--- src/rtl/tgarle_pkg.sv ---
// shared types and constants of the tga rle pixel decoder
// no dependencies; used by front, queue, back and top level by scoped names
package tgarle_pkg;

  // configuration register indexes
  localparam logic [1:0] REG_COMPRESSED    = 2'd0;
  localparam logic [1:0] REG_ALPHA_PRESENT = 2'd1;
  localparam logic [1:0] REG_IMAGE_WIDTH   = 2'd2;
  localparam logic [1:0] REG_IMAGE_HEIGHT  = 2'd3;

  // position of the next byte inside a pixel
  localparam logic [1:0] POS_BLUE  = 2'd0;
  localparam logic [1:0] POS_GREEN = 2'd1;
  localparam logic [1:0] POS_RED   = 2'd2;
  localparam logic [1:0] POS_ALPHA = 2'd3;

  // packet header: top bit marks a run, run length is header minus bias
  localparam logic [7:0] RUN_BIAS = 8'd127;

  typedef struct packed {
    logic        compressed;
    logic        alpha_present;
    logic [15:0] image_width;
    logic [15:0] image_height;
  } cfg_t;

  typedef struct packed {
    logic       last_of_image;
    logic [7:0] repeat_count;
    logic [7:0] alpha;
    logic [7:0] blue;
    logic [7:0] green;
    logic [7:0] red;
  } pix_t;

  localparam int unsigned PIX_W = $bits(pix_t);

endpackage

--- src/rtl/tgarle_fifo.sv ---
// short pixel queue between the byte front end and the output back end
// depends on tgarle_pkg for the pixel record type
module tgarle_fifo #(
  parameter int unsigned DEPTH = 4
) (
  input  logic              clk_i,
  input  logic              rst_ni,
  input  logic              push_i,
  input  tgarle_pkg::pix_t  data_i,
  output logic              full_o,
  input  logic              pop_i,
  output logic              empty_o,
  output tgarle_pkg::pix_t  data_o
);

  localparam int unsigned PTR_W = (DEPTH > 1) ? $clog2(DEPTH) : 1;
  localparam int unsigned CNT_W = $clog2(DEPTH + 1);

  tgarle_pkg::pix_t  mem_q [DEPTH];
  logic [PTR_W-1:0]  wr_ptr_q, wr_ptr_d;
  logic [PTR_W-1:0]  rd_ptr_q, rd_ptr_d;
  logic [CNT_W-1:0]  cnt_q, cnt_d;
  logic              do_push, do_pop;

  assign full_o  = (cnt_q == CNT_W'(DEPTH));
  assign empty_o = (cnt_q == '0);
  assign do_push = push_i & ~full_o;
  assign do_pop  = pop_i & ~empty_o;
  assign data_o  = mem_q[rd_ptr_q];

  always_comb begin
    wr_ptr_d = wr_ptr_q;
    rd_ptr_d = rd_ptr_q;
    cnt_d    = cnt_q;
    if (do_push) begin
      wr_ptr_d = (wr_ptr_q == PTR_W'(DEPTH - 1)) ? '0 : wr_ptr_q + 1'b1;
    end
    if (do_pop) begin
      rd_ptr_d = (rd_ptr_q == PTR_W'(DEPTH - 1)) ? '0 : rd_ptr_q + 1'b1;
    end
    if (do_push && !do_pop) begin
      cnt_d = cnt_q + 1'b1;
    end else if (do_pop && !do_push) begin
      cnt_d = cnt_q - 1'b1;
    end
  end

  always_ff @(posedge clk_i or negedge rst_ni) begin
    if (!rst_ni) begin
      wr_ptr_q <= '0;
      rd_ptr_q <= '0;
      cnt_q    <= '0;
    end else begin
      wr_ptr_q <= wr_ptr_d;
      rd_ptr_q <= rd_ptr_d;
      cnt_q    <= cnt_d;
    end
  end

  always_ff @(posedge clk_i) begin
    if (do_push) begin
      mem_q[wr_ptr_q] <= data_i;
    end
  end

endmodule

--- src/rtl/tgarle_front.sv ---
// byte front end: packet headers, pixel assembly, run and image counting
// depends on tgarle_pkg; feeds finished pixel records into tgarle_fifo
module tgarle_front (
  input  logic              clk_i,
  input  logic              rst_ni,
  input  tgarle_pkg::cfg_t  cfg_i,
  input  logic              restart_i,
  input  logic              byte_valid_i,
  input  logic [7:0]        byte_data_i,
  output logic              byte_ready_o,
  output logic              pix_valid_o,
  output tgarle_pkg::pix_t  pix_o,
  input  logic              pix_ready_i
);

  logic [1:0]  pos_q, pos_d;
  logic        header_due_q, header_due_d;
  logic        repeat_q, repeat_d;
  logic [7:0]  pkt_left_q, pkt_left_d;
  logic [7:0]  blue_q, blue_d;
  logic [7:0]  green_q, green_d;
  logic [7:0]  red_q, red_d;
  logic [31:0] img_left_q, img_left_d;

  logic        acc;
  logic        finish;
  logic [7:0]  alpha_byte;
  logic [15:0] w_eff, h_eff;
  logic [31:0] img_total;
  logic [7:0]  count_raw, count_nz, count_clip;
  logic [7:0]  pkt_dec, pkt_after;
  logic [31:0] img_after;

  assign acc          = byte_valid_i & pix_ready_i;
  assign byte_ready_o = pix_ready_i;

  // a zero dimension counts as one
  assign w_eff     = (cfg_i.image_width == '0) ? 16'd1 : cfg_i.image_width;
  assign h_eff     = (cfg_i.image_height == '0) ? 16'd1 : cfg_i.image_height;
  assign img_total = {16'b0, w_eff} * {16'b0, h_eff};

  // pixel completion arithmetic, valid whenever finish is set
  assign count_raw  = (cfg_i.compressed && repeat_q) ? pkt_left_q : 8'd1;
  assign count_nz   = (count_raw == '0) ? 8'd1 : count_raw;
  assign count_clip = ({24'b0, count_nz} > img_left_q) ? img_left_q[7:0] : count_nz;
  assign img_after  = img_left_q - {24'b0, count_clip};
  assign pkt_dec    = (pkt_left_q != '0) ? pkt_left_q - 8'd1 : 8'd0;
  assign pkt_after  = repeat_q ? 8'd0 : pkt_dec;

  always_comb begin
    pos_d        = pos_q;
    header_due_d = header_due_q;
    repeat_d     = repeat_q;
    pkt_left_d   = pkt_left_q;
    blue_d       = blue_q;
    green_d      = green_q;
    red_d        = red_q;
    img_left_d   = img_left_q;
    finish       = 1'b0;
    alpha_byte   = 8'd0;

    if (restart_i) begin
      pos_d        = tgarle_pkg::POS_BLUE;
      header_due_d = 1'b1;
      repeat_d     = 1'b0;
      pkt_left_d   = 8'd0;
      blue_d       = 8'd0;
      green_d      = 8'd0;
      red_d        = 8'd0;
      img_left_d   = 32'd0;
    end else if (acc) begin
      if (cfg_i.compressed && header_due_q) begin
        // packet header, also opens a new image when none is running
        if (img_left_q == '0) begin
          img_left_d = img_total;
        end
        repeat_d     = byte_data_i[7];
        pkt_left_d   = byte_data_i[7] ? byte_data_i - tgarle_pkg::RUN_BIAS
                                      : byte_data_i + 8'd1;
        header_due_d = 1'b0;
        pos_d        = tgarle_pkg::POS_BLUE;
      end else begin
        unique case (pos_q)
          tgarle_pkg::POS_BLUE: begin
            blue_d = byte_data_i;
            pos_d  = tgarle_pkg::POS_GREEN;
            if (!cfg_i.compressed && img_left_q == '0) begin
              img_left_d = img_total;
            end
          end
          tgarle_pkg::POS_GREEN: begin
            green_d = byte_data_i;
            pos_d   = tgarle_pkg::POS_RED;
          end
          tgarle_pkg::POS_RED: begin
            red_d = byte_data_i;
            if (cfg_i.alpha_present) begin
              pos_d = tgarle_pkg::POS_ALPHA;
            end else begin
              finish = 1'b1;
            end
          end
          tgarle_pkg::POS_ALPHA: begin
            alpha_byte = byte_data_i;
            finish     = 1'b1;
          end
        endcase

        if (finish) begin
          pos_d      = tgarle_pkg::POS_BLUE;
          img_left_d = img_after;
          if (cfg_i.compressed) begin
            pkt_left_d = pkt_after;
            if (pkt_after == '0) begin
              header_due_d = 1'b1;
            end
          end
          // image complete: drop what is left of the packet
          if (img_after == '0) begin
            header_due_d = 1'b1;
            pkt_left_d   = 8'd0;
            repeat_d     = 1'b0;
          end
        end
      end
    end
  end

  assign pix_valid_o         = acc & finish & ~restart_i;
  assign pix_o.red           = (pos_q == tgarle_pkg::POS_RED) ? byte_data_i : red_q;
  assign pix_o.green         = green_q;
  assign pix_o.blue          = blue_q;
  assign pix_o.alpha         = alpha_byte;
  assign pix_o.repeat_count  = count_clip;
  assign pix_o.last_of_image = (img_after == '0);

  always_ff @(posedge clk_i or negedge rst_ni) begin
    if (!rst_ni) begin
      pos_q        <= tgarle_pkg::POS_BLUE;
      header_due_q <= 1'b1;
      repeat_q     <= 1'b0;
      pkt_left_q   <= 8'd0;
      img_left_q   <= 32'd0;
      blue_q       <= 8'd0;
      green_q      <= 8'd0;
      red_q        <= 8'd0;
    end else begin
      pos_q        <= pos_d;
      header_due_q <= header_due_d;
      repeat_q     <= repeat_d;
      pkt_left_q   <= pkt_left_d;
      img_left_q   <= img_left_d;
      blue_q       <= blue_d;
      green_q      <= green_d;
      red_q        <= red_d;
    end
  end

endmodule

--- src/rtl/tgarle_back.sv ---
// output back end: drains the pixel queue into the registered output stream
// depends on tgarle_pkg for the pixel record type
module tgarle_back (
  input  logic              clk_i,
  input  logic              rst_ni,
  input  logic              pix_valid_i,
  input  tgarle_pkg::pix_t  pix_i,
  output logic              pop_o,
  output logic              out_valid_o,
  output logic [39:0]       out_data_o,
  output logic              out_last_o,
  input  logic              out_ready_i
);

  logic        valid_q, valid_d;
  logic [39:0] data_q;
  logic        last_q;
  logic        load;

  // refill the output register whenever it is empty or being taken
  assign load    = pix_valid_i & (~valid_q | out_ready_i);
  assign pop_o   = load;
  assign valid_d = load | (valid_q & ~out_ready_i);

  always_ff @(posedge clk_i or negedge rst_ni) begin
    if (!rst_ni) begin
      valid_q <= 1'b0;
    end else begin
      valid_q <= valid_d;
    end
  end

  always_ff @(posedge clk_i) begin
    if (load) begin
      data_q <= {pix_i.repeat_count, pix_i.alpha, pix_i.blue, pix_i.green, pix_i.red};
      last_q <= pix_i.last_of_image;
    end
  end

  assign out_valid_o = valid_q;
  assign out_data_o  = data_q;
  assign out_last_o  = last_q;

endmodule

--- src/rtl/tga_rle_pixel_decoder_core.sv ---
// top level of the tga rle pixel decoder: config registers and the three parts
// depends on tgarle_pkg, tgarle_front, tgarle_fifo and tgarle_back
//
// channel   direction  handshake                 payload
// s_axis    in         tvalid / tready           tdata[7:0] data_byte
// m_axis    out        tvalid / tready           tdata[39:0] pixel, tlast last_of_image
// apb       in         psel / penable / pready   paddr[3:2] register, pwdata / prdata
//
// one byte is taken every cycle while the pixel queue has room
// a pixel is queued as its last byte is taken, then registered for output on m_axis
// the front end keeps running while m_axis stalls until the queue fills
// reset clears control state; registers return to compressed, no alpha, 1 x 1
// any register write restarts the byte parser and the image count
module tga_rle_pixel_decoder_core #(
  parameter int unsigned QUEUE_DEPTH = 4
) (
  input  logic        clk_i,
  input  logic        rst_ni,
  // data_byte in bits 7:0
  input  logic        s_axis_tvalid,
  output logic        s_axis_tready,
  input  logic [7:0]  s_axis_tdata,
  // red 7:0, green 15:8, blue 23:16, alpha 31:24, repeat_count 39:32
  output logic        m_axis_tvalid,
  input  logic        m_axis_tready,
  output logic [39:0] m_axis_tdata,
  output logic        m_axis_tlast,
  input  logic        psel,
  input  logic        penable,
  input  logic        pwrite,
  input  logic [3:0]  paddr,
  input  logic [31:0] pwdata,
  output logic [31:0] prdata,
  output logic        pready
);

  tgarle_pkg::cfg_t cfg_q, cfg_d;
  logic             wr_en;
  logic [1:0]       reg_idx;

  logic             f_pix_valid;
  tgarle_pkg::pix_t f_pix;
  logic             q_full, q_empty, q_pop;
  tgarle_pkg::pix_t q_pix;

  // ---------------------------------------------------------------------------
  // configuration port, no wait states
  // ---------------------------------------------------------------------------
  assign pready  = 1'b1;
  assign wr_en   = psel & penable & pwrite;
  assign reg_idx = paddr[3:2];

  always_comb begin
    cfg_d = cfg_q;
    if (wr_en) begin
      unique case (reg_idx)
        tgarle_pkg::REG_COMPRESSED:    cfg_d.compressed    = pwdata[0];
        tgarle_pkg::REG_ALPHA_PRESENT: cfg_d.alpha_present = pwdata[0];
        tgarle_pkg::REG_IMAGE_WIDTH:   cfg_d.image_width   = pwdata[15:0];
        tgarle_pkg::REG_IMAGE_HEIGHT:  cfg_d.image_height  = pwdata[15:0];
      endcase
    end
  end

  always_ff @(posedge clk_i or negedge rst_ni) begin
    if (!rst_ni) begin
      cfg_q.compressed    <= 1'b1;
      cfg_q.alpha_present <= 1'b0;
      cfg_q.image_width   <= 16'd1;
      cfg_q.image_height  <= 16'd1;
    end else begin
      cfg_q <= cfg_d;
    end
  end

  // read back, upper bits zero
  always_comb begin
    unique case (reg_idx)
      tgarle_pkg::REG_COMPRESSED:    prdata = {31'b0, cfg_q.compressed};
      tgarle_pkg::REG_ALPHA_PRESENT: prdata = {31'b0, cfg_q.alpha_present};
      tgarle_pkg::REG_IMAGE_WIDTH:   prdata = {16'b0, cfg_q.image_width};
      tgarle_pkg::REG_IMAGE_HEIGHT:  prdata = {16'b0, cfg_q.image_height};
    endcase
  end

  // ---------------------------------------------------------------------------
  // front end: parses bytes, counts runs and image pixels, builds records
  // ---------------------------------------------------------------------------
  tgarle_front u_front (
    .clk_i        (clk_i),
    .rst_ni       (rst_ni),
    .cfg_i        (cfg_q),
    .restart_i    (wr_en),
    .byte_valid_i (s_axis_tvalid),
    .byte_data_i  (s_axis_tdata),
    .byte_ready_o (s_axis_tready),
    .pix_valid_o  (f_pix_valid),
    .pix_o        (f_pix),
    .pix_ready_i  (~q_full)
  );

  // short queue so the two sides stall independently
  tgarle_fifo #(
    .DEPTH (QUEUE_DEPTH)
  ) u_queue (
    .clk_i   (clk_i),
    .rst_ni  (rst_ni),
    .push_i  (f_pix_valid),
    .data_i  (f_pix),
    .full_o  (q_full),
    .pop_i   (q_pop),
    .empty_o (q_empty),
    .data_o  (q_pix)
  );

  // back end: registered output stage on m_axis
  tgarle_back u_back (
    .clk_i       (clk_i),
    .rst_ni      (rst_ni),
    .pix_valid_i (~q_empty),
    .pix_i       (q_pix),
    .pop_o       (q_pop),
    .out_valid_o (m_axis_tvalid),
    .out_data_o  (m_axis_tdata),
    .out_last_o  (m_axis_tlast),
    .out_ready_i (m_axis_tready)
  );

endmodule

--- config.mk ---
export PLATFORM = sky130hd
export DESIGN_NAME = tga_rle_pixel_decoder_core
export DESIGN_NICKNAME = d
export VERILOG_FILES = /design/src/rtl/tgarle_pkg.sv /design/src/rtl/tgarle_fifo.sv /design/src/rtl/tgarle_front.sv /design/src/rtl/tgarle_back.sv /design/src/rtl/tga_rle_pixel_decoder_core.sv
export SDC_FILE = /design/constraint.sdc
export NUM_CORES = 1
export LEC_CHECK = 0
export ABC_AREA = 0
export BUFFER_PORTS_ARGS = -buffer_cell sky130_fd_sc_hd__buf_2
export CAP_MARGIN = 10
export CORE_ASPECT_RATIO = 0.8
export CORE_MARGIN = 2
export CORE_UTILIZATION = 45
export DETAILED_ROUTE_END_ITERATION = 10
export GPL_ROUTABILITY_DRIVEN = 1
export SLEW_MARGIN = 25
export SYNTH_ARGS = -nofsm -noshare
export SYNTH_HDL_FRONTEND = slang
export SYNTH_SLANG_ARGS = --single-unit
--- constraint.sdc ---
create_clock -name clk_i -period 6.1 [get_ports clk_i]
set_input_delay 0.61 -clock clk_i [delete_from_list [all_inputs] [get_ports clk_i]]
set_output_delay 0.61 -clock clk_i [all_outputs]
set_load 0.03 [all_outputs]
Word-level counts from Yosys, hierarchy flattened
Memories as Yosys holds them, arrays and structs flattened. A register that Yosys moved wholly into a read port is not among the register bits. Cells that the tools add are included.

Add/subtract/negate cells: 8. $mul: 1. Order comparisons: 1. Equal/unequal tests: 12. Multiplexer cells: 70. Bitwise logic cells: 16. Reduce and logical (&&, ||, !) cells: 41.

Operator list (count): $mux W32 (7); $mux W8 (28); $pmux W32 S4 (1); $logic_not A32 Y1 (2); $gt A8 B32 Y1 (1); $logic_not A16 Y1 (2); $mul A16 B16 Y32 (1); $mux W16 (2); $sub A32 B8 Y32 (1); $mux W1 (21); $logic_not A8 Y1 (2); $reduce_bool A4 Y1 (4); $reduce_and A3 Y1 (5); $mux W2 (7); $eq A2 B2 Y1 const B (6); $reduce_and A2 Y1 (5); $and A1 B1 Y1 (9); $add A8 B1 Y8 const B (1); $reduce_and A4 Y1 (2); $reduce_bool A2 Y1 (4); $reduce_bool A8 Y1 (1); $sub A8 B1 Y8 const B (1); $sub A8 B7 Y8 const B (1); $mux W3 (2); other kinds (18) (33).

Register bits after elaboration: 110. Memory bits (writable): 164. Output and inout port bits: 76. Memories: 1.

Memories: u_queue.mem_q (words 4, width 41, read ports 1, clocked after Yosys merged registers in 1, write ports 1, RTL line tgarle_fifo.sv:19) `tgarle_pkg::pix_t mem_q [DEPTH];`.

Logic depth before layout (Yosys ltp)
Gate-level depths: netlist (run 1).

Word-level depth: 15. Depth in mapped cells: 26. Depth with buffers taken out: 24.

Cells and area by module
Synthesis (run 1) repeated with hierarchy kept, for this count alone.

Cells, all modules: 2009. Area total of the unflattened synthesis: 23035.8 µm².

Modules (own cells, without submodules): tgarle_front (instances 1, cells an instance 1580, area each 13589.3 µm², seq. area each 1702.9 µm²); tgarle_fifo (instances 1, cells an instance 252, area each 6351.1 µm², seq. area each 5099.9 µm²); tga_rle_pixel_decoder_core (instances 1, cells an instance 132, area each 1820.5 µm², seq. area each 854.6 µm²); tgarle_back (instances 1, cells an instance 45, area each 1275.0 µm², seq. area each 1256.2 µm²).

Worst setup path before layout (run 1)
Ideal clock, no wire load.

Path type: register to register. From: register cfg_q[29] in the netlist's numbering. To: register u_front.img_left_q[31]. Library setup time: 0.120 ns. Arrival: 6.248 ns. Data required time: 5.980 ns. Setup slack: -0.268 ns. Stages on the path, launching flop included: 25. Buffers on the path: 2. Clock period less this slack: 6.368 ns. Path through: dfrtp_1 clkbuf_1 nor4_1 a41oi_1 clkbuf_1 nand2b_1 fa_1 fa_1 inv_1 fa_1 fa_1 fa_1 inv_1 fa_1 inv_1 ha_1 a21o_1 a21o_1 a211oi_1 o21bai_1 a211o_1 a31oi_1 o21ai_0 a21o_1 a31o_2.

Longest elaborated chain between the ends: 9. Elaborated cells between the ends (all ways): 10.

Ends and longest elaborated chain: from (decl) (RTL line tga_rle_pixel_decoder_core.sv:37) `tgarle_pkg::cfg_t cfg_q, cfg_d;`; from (signal assigned) (RTL line tga_rle_pixel_decoder_core.sv:72) `cfg_q <= cfg_d;`; $logic_not A16 Y1 (RTL line tgarle_front.sv:38) `assign w_eff = (cfg_i.image_width == '0) ? 16'd1 : cfg_i.image_width;`; $mux W16 * (RTL line tgarle_front.sv:38); $mul A16 B16 Y32 * (RTL line tgarle_front.sv:40) `assign img_total = {16'b0, w_eff} * {16'b0, h_eff};`; $mux W32 (RTL line tgarle_front.sv:87) `if (!cfg_i.compressed && img_left_q == '0) begin`; $mux W32 (RTL line tgarle_front.sv:83) `unique case (pos_q)`; $mux W32 (RTL line tgarle_front.sv:109) `if (finish) begin`; $mux W32 * (RTL line tgarle_front.sv:72) `if (cfg_i.compressed && header_due_q) begin`; $mux W32 * (RTL line tgarle_front.sv:71) `end else if (acc) begin`; $mux W32 * (RTL line tgarle_front.sv:62) `if (restart_i) begin`; to (signal assigned) (RTL line tgarle_front.sv:152) `img_left_q <= img_left_d;`; to (decl) (RTL line tgarle_front.sv:23) `logic [31:0] img_left_q, img_left_d;`.

Mark *: on every way between the ends. The rest lies on a longest branch, timed or not. The select of a mux whose other input is x is not followed. A chain may end at the register's enable or synchronous reset.

Worst setup path in the final report (run 1)
From: register cfg_q[29] in the netlist's numbering. To: register u_front.img_left_q[29].

The elaborated chain is that of the path after synthesis.

==> results of run 1 <==
## worst max-delay path, stage by stage (launching register included)
cell	delay (ps)
dfrtp_1	410
nor4_4	380
a41oi_2	210
nand2b_4	190
fa_2	450
fa_1	500
inv_2	40
fa_2	540
fa_2	450
fa_1	490
inv_1	50
fa_1	490
inv_2	50
ha_4	150
a21o_1	160
a21o_1	160
a211oi_2	160
o21bai_1	120
a211o_4	330
buf_6	140
a221oi_4	240
xor2_1	210
o211ai_1	100
## what timing repair did
action                     CTS  global route
buffers inserted             4             2
gates cloned                 0             0
pin swaps                    9            50
setup endpoints to repair   14            27
gates resized for setup     22            51
## registers in the layout (all words and copies together) (netlist names)
signal / flops
u_front.green_q: 8
u_front.blue_q: 8
u_front.pos_q: 2
u_back.out_valid_o: 1
u_front.red_q: 8
u_front.header_due_q: 1
u_front.pkt_left_q: 8
u_queue.wr_ptr_q: 2
u_back.out_data_o: 40
u_back.out_last_o: 1
u_queue.mem_q: 164
cfg_q: 34
u_queue.cnt_q: 3
u_front.img_left_q: 32
u_queue.rd_ptr_q: 2
u_front.repeat_q: 1
## layout by cell type (no fill, tap or decap), types with 42 or more instances in the layout
cell type	n
fa_1	190
buf_2	90
ha_1	126
buf_4	162
dfrtp_1	104
edfxtp_1	205
and2_1	117
nand2_1	226
inv_1	249
a21oi_1	68
o21ai_0	75
nor2_1	84
mux4_2	42
mux2_2	45
## kinds of logic after synthesis
group	after synthesis	synth area share (%)
mux	111	7.360
simple gates	636	13.77
xor+xnor	42	1.585
buf+inv	389	6.654
compound gates	294	8.110
fa+ha+maj	329	24.08
other cells	2	0.03236
flops	315	38.41
## cell type report
class / instances / area [sq um] / area share, %
Clock buffer: 47 / 991.0 / 3.693
Clock inverter: 17 / 216.5 / 0.8067
Sequential cell: 315 / 8919 / 33.24
Timing Repair Buffer: 256 / 1712 / 6.379
Inverter: 256 / 960.9 / 3.581
Tap cell: 684 / 855.8 / 3.190
Multi-Input combinational cell: 1429 / 13180 / 49.11
## per-layer routing
layer,routed length [um],part of all wire (%),vias up,track usage (%)
met4,1111,2.0,0,5.262
met3,2601,4.6,60,2.974
met5,0,0,-,0
li1,-,-,7554,-
met2,26510,47,394,34.20
met1,26590,47,8393,32.29
## worst min-delay path by stage
stage          cells past startpoint                                 end  slack, ps
5_1_grt                            1  u_front.img_left_q[29]$_DFFE_PN0P_        250
3_3_place_gp                       1        u_queue.cnt_q[2]$_DFFE_PN0P_        480
6_report                           1  u_front.img_left_q[29]$_DFFE_PN0P_        180
4_1_cts                            1  u_front.img_left_q[26]$_DFFE_PN0P_        220
3_5_place_dp                       1        u_queue.cnt_q[2]$_DFFE_PN0P_        490
2_1_floorplan                      0               cfg_q[10]$_DFFE_PN0P_        310
## metrics by stage
step           TNS (ps)  setup slack (ps)  hold slack, ps  instance area, sq um
3_3_place_gp      -1619            -271.6           477.2                 25280
2_1_floorplan    -31.20            -31.20           314.4                 23380
3_5_place_dp      -2097            -328.9           494.4                 25290
4_1_cts          -336.1            -125.6           217.3                 26620
5_1_grt           -1643            -218.1           254.0                 26830
6_report         -225.5            -68.88           179.7                 26830
==> flow_metrics.py, run 1 <==
metrics = {
    "synth": {
        "syn_inst": 2118,
        "synth_area_leaders": "edfxtp_1 27%, fa_1 17%, dfrtp_1 11%",
        "yosysMostFrequentCell": "inv_1",
        "synthArstFlopShare_pct": 34.92,
        "synth_area_sq_um": 23200,
        "ys_seq_area_share_pct": 38.41,
        "ys.flop_type": "edfxtp_1",
        "ys_ff_latch": 315,
        "synth-edff-count": 205,
        "synthDistinctLibCells": 82,
        "yosys_warnings": 0,
        "postSynthAreaPerCell_sq_um": 10.96,
        "synth_top_area_cell": "edfxtp_1",
        "synth_top_cell_area_share_pct": 26.53,
        "yosys-top-cells-count": "256 x inv_1, 226 x nand2_1, 205 x edfxtp_1",
    },
    "place": {
        "routabilityCongestion": 0.9116,
        "place_inst": 2934,
        "io_buffers": 91,
        "dp_hpwl_um": 42870,
    },
    "worst_setup_path": {
        "r2r_cells": 22,
        "cp.required_ps": 6520,
        "critPathLaunch": "cfg_q[29]$_DFFE_PN0P_",
        "cp-endpoint": "u_front.img_left_q[29]$_DFFE_PN0P_",
        "cp_max_fo": 4,
        "start_kind": "register",
        "r2r_start": "cfg_q[29]$_DFFE_PN0P_",
        "crit_path_end_kind": "register",
        "crit_arrival_ps": 6590,
        "r2r_end": "u_front.img_left_q[29]$_DFFE_PN0P_",
        "worstSetupPathType": "register to register",
        "regToRegSetupSlack_ps": -70,
    },
    "global_route": {
        "grt_max_degree": 63,
        "grt_antenna_before_repair": 0,
        "grt_pass1_vias": 16720,
        "grtUsageTotal_pct": 21.85,
        "gr-total-overflow": 0,
        "grt_pass1_wl_um": 93010,
    },
    "sta": {
        "fmax_mhz": 162.1,
        "worst_pin_slew_ps": 1029,
        "setup_viol": 6,
        "final.setup_skew_ps": 16.79,
        "finalWorstSetupSlack_ps": -68.88,
        "relSlewSlack_pct": 31.21,
        "rsz0062_at_grt": "true",
        "fin_crit_sh_pct": 101.1,
        "final.min_clock_period_ps": 6169,
        "slew_viol_final": 0,
        "timing_hold_violations_final": 0,
    },
    "floorplanning": {
        "num_rows": 74,
        "die_w_um": 257.9,
        "dieArea_sq_um": 53410,
        "coreArea_sq_um": 51020,
        "start_util_pct": 45.48,
        "ios": 127,
        "dieHeight_um": 207.1,
    },
    "detailed_routing": {
        "ant_nets": 0,
        "routedWlPerCell_um": 18.91,
        "routed_via_density": 5.460,
        "drt-initial-drc-count": 1063,
        "firstDrtPassIters": 5,
        "drcViolationCount": 0,
        "routed_wirelength_um": 56810,
        "vias": 16400,
    },
    "cts": {
        "clk_pin_slew_worst_paths_ps": 60,
        "clkLatencyLatePin_ps": 550,
        "cts.path.max_buffers": 3,
        "root_buffer": "clkbuf_16",
        "ctsHtreeMaxLevel": 2,
        "cts_tree": "yes",
        "cts_sinks": 315,
        "cts_buffers": 35,
        "hold_buffers": 0,
    },
    "worst_hold_path": {
        "hp-class": "input pin to async pin",
    },
    "final_layout": {
        "final_cell_count_no_fill": 3004,
        "fillers": 4511,
        "layout.nets": 2673,
        "area_delta_synth_final_pct": 15.63,
        "diodes": 0,
        "layout-drive-gt1-share_pct": 21.16,
        "final_core_util_pct": 52.59,
    },
    "outcome": {
        "violations": "setup timing",
        "outcome": "finished with violations",
    },
    "flow_run": {
        "max_cap_violations": 0,
    },
}
Power of run 1 is left out: the tool's default activity adds up to more than one toggle a clock period on the data nets, which glitch-free logic cannot reach.
==> run 2: changes to the inputs <==
--- a/config.mk
+++ b/config.mk
@@ -16,4 +16,5 @@
 export SLEW_MARGIN = 25
 export SYNTH_ARGS = -nofsm -noshare
 export SYNTH_HDL_FRONTEND = slang
+export SYNTH_HIERARCHICAL = 1
 export SYNTH_SLANG_ARGS = --single-unit
==> flow_metrics.py, run 2 <==
metrics = {
    "worst_setup_path": {
        "start_kind": "register",
        "cp_common_cell": "fa_1",
        "crit_path_end_kind": "register",
        "critPathSlowestCell": "fa_1",
        "crit_arrival_ps": 6650,
        "cp_max_fo": 8,
        "cp_cell_sequence": "nor4_4, a41oi_2, buf_6, nand2b_4, fa_1, fa_1, inv_2, fa_1, fa_1, fa_1, inv_1, fa_1, inv_2, ha_4, o21a_1, o21ai_2, a21oi_2, a31oi_4, o31ai_4, a21boi_2, o211ai_1, mux2i_1, o311ai_1",
        "max_stage_delay_ps": 520,
        "worstSetupPathType": "register to register",
        "cp.required_ps": 6540,
    },
    "cts": {
        "hold_buffers": 0,
        "cts_tree": "yes",
        "cts_sinks": 315,
        "cts.path.max_buffers": 3,
        "clk_pin_slew_worst_paths_ps": 70,
        "ctsHtreeMaxLevel": 1,
        "clkLatencyLatePin_ps": 570,
        "root_buffer": "clkbuf_16",
        "cts_buffers": 31,
    },
    "global_route": {
        "grt_max_degree": 60,
        "grtUsageTotal_pct": 20.99,
        "grt_pass1_vias": 16190,
        "grt_pass1_wl_um": 88310,
        "grt_antenna_before_repair": 0,
        "gr-total-overflow": 0,
    },
    "synth": {
        "yosys_warnings": 6,
        "yosysMostFrequentCell": "inv_1",
        "synthDistinctLibCells": 87,
        "synth_top_area_cell": "edfxtp_1",
        "ys.flop_type": "edfxtp_1",
        "postSynthAreaPerCell_sq_um": 11.47,
        "synth_area_leaders": "edfxtp_1 27%, fa_1 17%, dfrtp_1 12%",
        "syn_inst": 2009,
        "synth-edff-count": 205,
        "ys_ff_latch": 315,
        "synth_top_cell_area_share_pct": 26.72,
        "ys_seq_area_share_pct": 38.69,
        "yosys-top-cells-count": "257 x inv_1, 205 x edfxtp_1, 196 x fa_1",
        "synth_area_sq_um": 23040,
        "synthArstFlopShare_pct": 34.92,
    },
    "sta": {
        "finalWorstSetupSlack_ps": -109.3,
        "relSlewSlack_pct": 34.56,
        "fmax_mhz": 161.0,
        "slew_viol_final": 0,
        "timing_hold_violations_final": 0,
        "fin_setup_tns_ps": -284.0,
        "fin_crit_sh_pct": 101.8,
        "rsz0062_at_grt": "true",
        "setup_viol": 5,
        "final.setup_skew_ps": 19.89,
        "worst_pin_slew_ps": 978.1,
        "final.min_clock_period_ps": 6209,
    },
    "detailed_routing": {
        "ant_nets": 0,
        "routed_via_density": 5.356,
        "firstDrtPassIters": 5,
        "wl_met3_um": 2058,
        "vias": 15680,
        "highest_layer": "met4",
        "routed_wirelength_um": 54600,
        "drcViolationCount": 0,
        "m1WireLength_um": 25150,
        "drt-initial-drc-count": 939,
        "routedWlPerCell_um": 18.65,
        "met2_length_um": 26340,
    },
    "final_layout": {
        "final_core_util_pct": 52.72,
        "layout.nets": 2596,
        "area_delta_synth_final_pct": 16.34,
        "layout-drive-gt1-share_pct": 23.47,
        "regMostFlops": "u_queue/mem_q",
        "final_common_cell": "inv_1",
        "fillers": 4437,
        "mostFrequentLayoutCells": "251 x inv_1, 205 x edfxtp_1, 192 x fa_1, 179 x nand2_1, 161 x buf_4",
        "largest_reg_flops": 164,
        "final_cell_count_no_fill": 2928,
    },
    "worst_hold_path": {
        "hp-class": "input pin to async pin",
    },
    "place": {
        "routabilityCongestion": 0.8681,
        "io_buffers": 91,
        "pre_cts_ws_ps": -367.5,
        "place_inst": 2855,
        "dp_hpwl_um": 40420,
    },
    "floorplanning": {
        "dieArea_sq_um": 53030,
        "coreArea_sq_um": 50830,
        "num_rows": 74,
        "dieHeight_um": 206.4,
        "start_util_pct": 45.32,
        "die_w_um": 257.0,
        "ios": 127,
    },
    "outcome": {
        "outcome": "finished with violations",
        "violations": "setup timing",
    },
    "flow_run": {
        "max_cap_violations": 0,
    },
}
run 2: layout make-up:
type / count / area (sq um) / share of cell area [%]
timing repair buffer: 268 / 1924 / 7.180
clock buffer: 39 / 875.8 / 3.268
inverter: 257 / 964.7 / 3.599
antenna: 3 / 7.507 / 0.02801
clock inverter: 19 / 193.9 / 0.7236
sequential: 315 / 8916 / 33.27
tap: 684 / 855.8 / 3.193
multi-input combinational: 1343 / 13060 / 48.74
run 2: path summary, 6_finish.rpt:
kind                                               from  cells past startpoint                                  to  slack [ps]
setup / recovery                  cfg_q[17]$_DFFE_PN0P_                     23  u_front/img_left_q[30]$_DFFE_PN0P_        -110
max in group asynchronous                        rst_ni                      2     u_queue/rd_ptr_q[1]$_DFFE_PN0P_        4540
setup reg to reg                  cfg_q[17]$_DFFE_PN0P_                     23  u_front/img_left_q[30]$_DFFE_PN0P_        -110
hold / removal                                   rst_ni                      1  u_front/img_left_q[15]$_DFFE_PN0P_          90
hold reg to reg            u_front/red_q[5]$_DFFE_PN0P_                      1        u_front/red_q[5]$_DFFE_PN0P_         500
min in group clk_i                            pwdata[9]                      2               cfg_q[25]$_DFFE_PN0P_         290
run 2: routing by layer:
| metal | vias up | GRT usage [%] |
|---|---|---|
| met5 | - | 0 |
| met4 | 0 | 4.630 |
| met3 | 58 | 1.925 |
| met2 | 308 | 35.18 |
| met1 | 8050 | 29.87 |
| li1 | 7265 | - |
run 2: critical path: cells and delay by family (launching register included):
kind / cells / cell delay (ps)
and+or+nand+nor: 2 / 490
AOI/OAI and AO/OA: 9 / 1390
DFF: 1 / 410
muxes: 1 / 290
buffers and inverters: 4 / 310
adders and majority gates: 7 / 3190
run 2: timing repair:
item,4_1_cts,5_1_grt
pin swaps,18,27
resized for setup,43,40
buffers inserted,6,5
setup endpoints to repair,11,27
run 2: cells by family (layout without fill, tap and decap cells):
kind of cell	Yosys count	count (layout)	share of synthesized area, %
compound gates	256	256	7.501
xor+xnor	47	47	1.787
fa+ha+maj	329	329	24.26
buf+inv	366	583	6.610
flops	315	315	38.69
mux	122	122	8.191
other cells	2	20	0.03260
simple gates	572	572	12.93
run 2: per-stage QoR:
step | hold WS [ps] | instance area, sq um
after global placement | 478.4 | 25240
final | 92.93 | 26800
after global routing | 132.0 | 26790
after floorplan | 314.4 | 23170
after detailed placement | 477.5 | 25240
after CTS | 101.6 | 26550
Power of run 2 is left out for the same reason.
==> run 3: changes to the inputs <==
--- a/config.mk
+++ b/config.mk
@@ -8,7 +8,6 @@
 export ABC_AREA = 0
 export BUFFER_PORTS_ARGS = -buffer_cell sky130_fd_sc_hd__buf_2
 export CAP_MARGIN = 10
-export CORE_ASPECT_RATIO = 0.8
 export CORE_MARGIN = 2
 export CORE_UTILIZATION = 45
 export DETAILED_ROUTE_END_ITERATION = 10
==> flow_metrics.py, run 3 (same netlist as run 2, synthesis figures left out) <==
metrics = {
    "sta": {
        "slew_viol_final": 0,
        "fin_crit_sh_pct": 102.4,
        "final.setup_skew_ps": 29.20,
        "fmax_mhz": 160.1,
        "timing_hold_violations_final": 0,
        "setup_viol": 3,
        "final.min_clock_period_ps": 6247,
        "relSlewSlack_pct": 26.93,
        "rsz0062_at_grt": "true",
        "finalWorstSetupSlack_ps": -147.3,
        "worst_pin_slew_ps": 1092,
    },
    "global_route": {
        "grtUsageTotal_pct": 21.58,
        "grt_pass1_wl_um": 90470,
        "gr-total-overflow": 0,
        "grt_pass1_vias": 16600,
        "grt_antenna_before_repair": 0,
        "grt_max_degree": 58,
    },
    "detailed_routing": {
        "firstDrtPassIters": 5,
        "routed_via_density": 5.431,
        "drt-initial-drc-count": 921,
        "ant_nets": 0,
        "routedWlPerCell_um": 19.25,
        "routed_wirelength_um": 55880,
        "drcViolationCount": 0,
        "vias": 15770,
    },
    "floorplanning": {
        "dieHeight_um": 230.3,
        "coreArea_sq_um": 50380,
        "start_util_pct": 45.73,
        "ios": 127,
        "dieArea_sq_um": 53020,
        "die_w_um": 230.3,
        "num_rows": 82,
    },
    "worst_setup_path": {
        "regToRegSetupSlack_ps": -150,
        "start_kind": "register",
        "cp_max_fo": 4,
        "critPathSlowestCell": "fa_1",
        "max_stage_delay_ps": 550,
        "cp.required_ps": 6530,
        "crit_path_end_kind": "register",
        "crit_arrival_ps": 6680,
        "worstSetupPathType": "register to register",
    },
    "cts": {
        "clk_pin_slew_worst_paths_ps": 60,
        "root_buffer": "clkbuf_16",
        "clkLatencyLatePin_ps": 550,
        "cts_buffers": 34,
        "cts.path.max_buffers": 3,
        "ctsHtreeMaxLevel": 2,
        "cts_sinks": 315,
        "cts_tree": "yes",
    },
    "final_layout": {
        "regMostFlops": "u_queue/mem_q",
        "area_delta_synth_final_pct": 15.64,
        "diodes": 0,
        "layout-drive-gt1-share_pct": 22.68,
        "final_core_util_pct": 52.88,
        "final_common_cell": "inv_1",
        "mostFrequentLayoutCells": "252 x inv_1, 205 x edfxtp_1, 192 x fa_1, 179 x nand2_1, 147 x buf_4",
        "largest_reg_flops": 164,
        "layout.nets": 2585,
    },
    "worst_hold_path": {
        "hp-class": "input pin to async pin",
    },
    "flow_run": {
        "max_cap_violations": 0,
    },
    "place": {
        "io_buffers": 91,
        "routabilityCongestion": 0.8406,
        "dp_hpwl_um": 40590,
    },
    "outcome": {
        "violations": "setup timing",
        "outcome": "finished with violations",
    },
}
run 3: changes by cell type in the layout (fill, tap and decap cells not counted), sizes merged:
cell | before | now
bufinv | 3 | 1
clkinv | 10 | 9
clkbuf | 39 | 50
inv | 260 | 258
diode | 3 | 0
buf | 268 | 254
clkinvlp | 3 | 1
run 3: per-layer routing:
layer  up-vias  track usage [%]  share of wire [%]
li1       7235                -                  -
met1      8112            28.10                 42
met2       329            37.83                 52
met3        91            2.840                4.3
met4         0            5.948                2.4
met5         -                0                  0
run 3: path summary, 6_finish.rpt:
kind                            cells past startpoint                          from                                  to
worst max-delay path                               25         cfg_q[17]$_DFFE_PN0P_  u_front/img_left_q[29]$_DFFE_PN0P_
worst min-delay path                                1                        rst_ni  u_front/img_left_q[20]$_DFFE_PN0P_
worst max register to register                     25         cfg_q[17]$_DFFE_PN0P_  u_front/img_left_q[29]$_DFFE_PN0P_
worst min register to register                      1  u_front/red_q[4]$_DFFE_PN0P_        u_front/red_q[4]$_DFFE_PN0P_
max in group asynchronous                           2                        rst_ni     u_queue/rd_ptr_q[1]$_DFFE_PN0P_
min in group clk_i                                  2                     pwdata[8]               cfg_q[24]$_DFFE_PN0P_
run 3: through the flow:
step / setup WS, ps / TNS, ps / cell area (sq um) / hold WS [ps] / cells
after global routing: -349.1 / -1825 / 26640 / 229.4 / 2903
after CTS: -98.39 / -232.8 / 26300 / 194.5 / 2893
after global placement: -186.8 / -740.7 / 25080 / 478.7 / 2825
after detailed placement: -180.7 / -1124 / 25080 / 481.1 / 2825
final: -147.3 / -305.1 / 26640 / 180.0 / 2903
after floorplan: 3.306 / 0 / 23170 / 314.4 / 2024
run 3: worst max-delay path: cells and delay by family, from the launching register on:
kind	cells	cell delay, ps
and+or+nand+nor	4	670
adders and majority gates	7	2770
AOI/OAI and AO/OA	7	1640
buffers and inverters	7	640
DFF	1	410
run 3: area by class of cell:
class                   count  area [sq um]
clock buffers              50         992.2
well taps                 672         840.8
inverters                 257         964.7
clock inverters            12         112.6
repair buffers            254          1807
fillers                  4366         23740
flip-flops and latches    315          8921
multi-input cells        1343         13000
run 3: what timing repair did:
action / in CTS / in global routing
cloned: 1 / 0
gates resized for setup: 16 / 67
pin swaps: 11 / 18
hold buffers: 0 / 0
setup endpoints to repair: 12 / 27
setup buffers: 5 / 9
Power of run 3 is left out for the same reason.
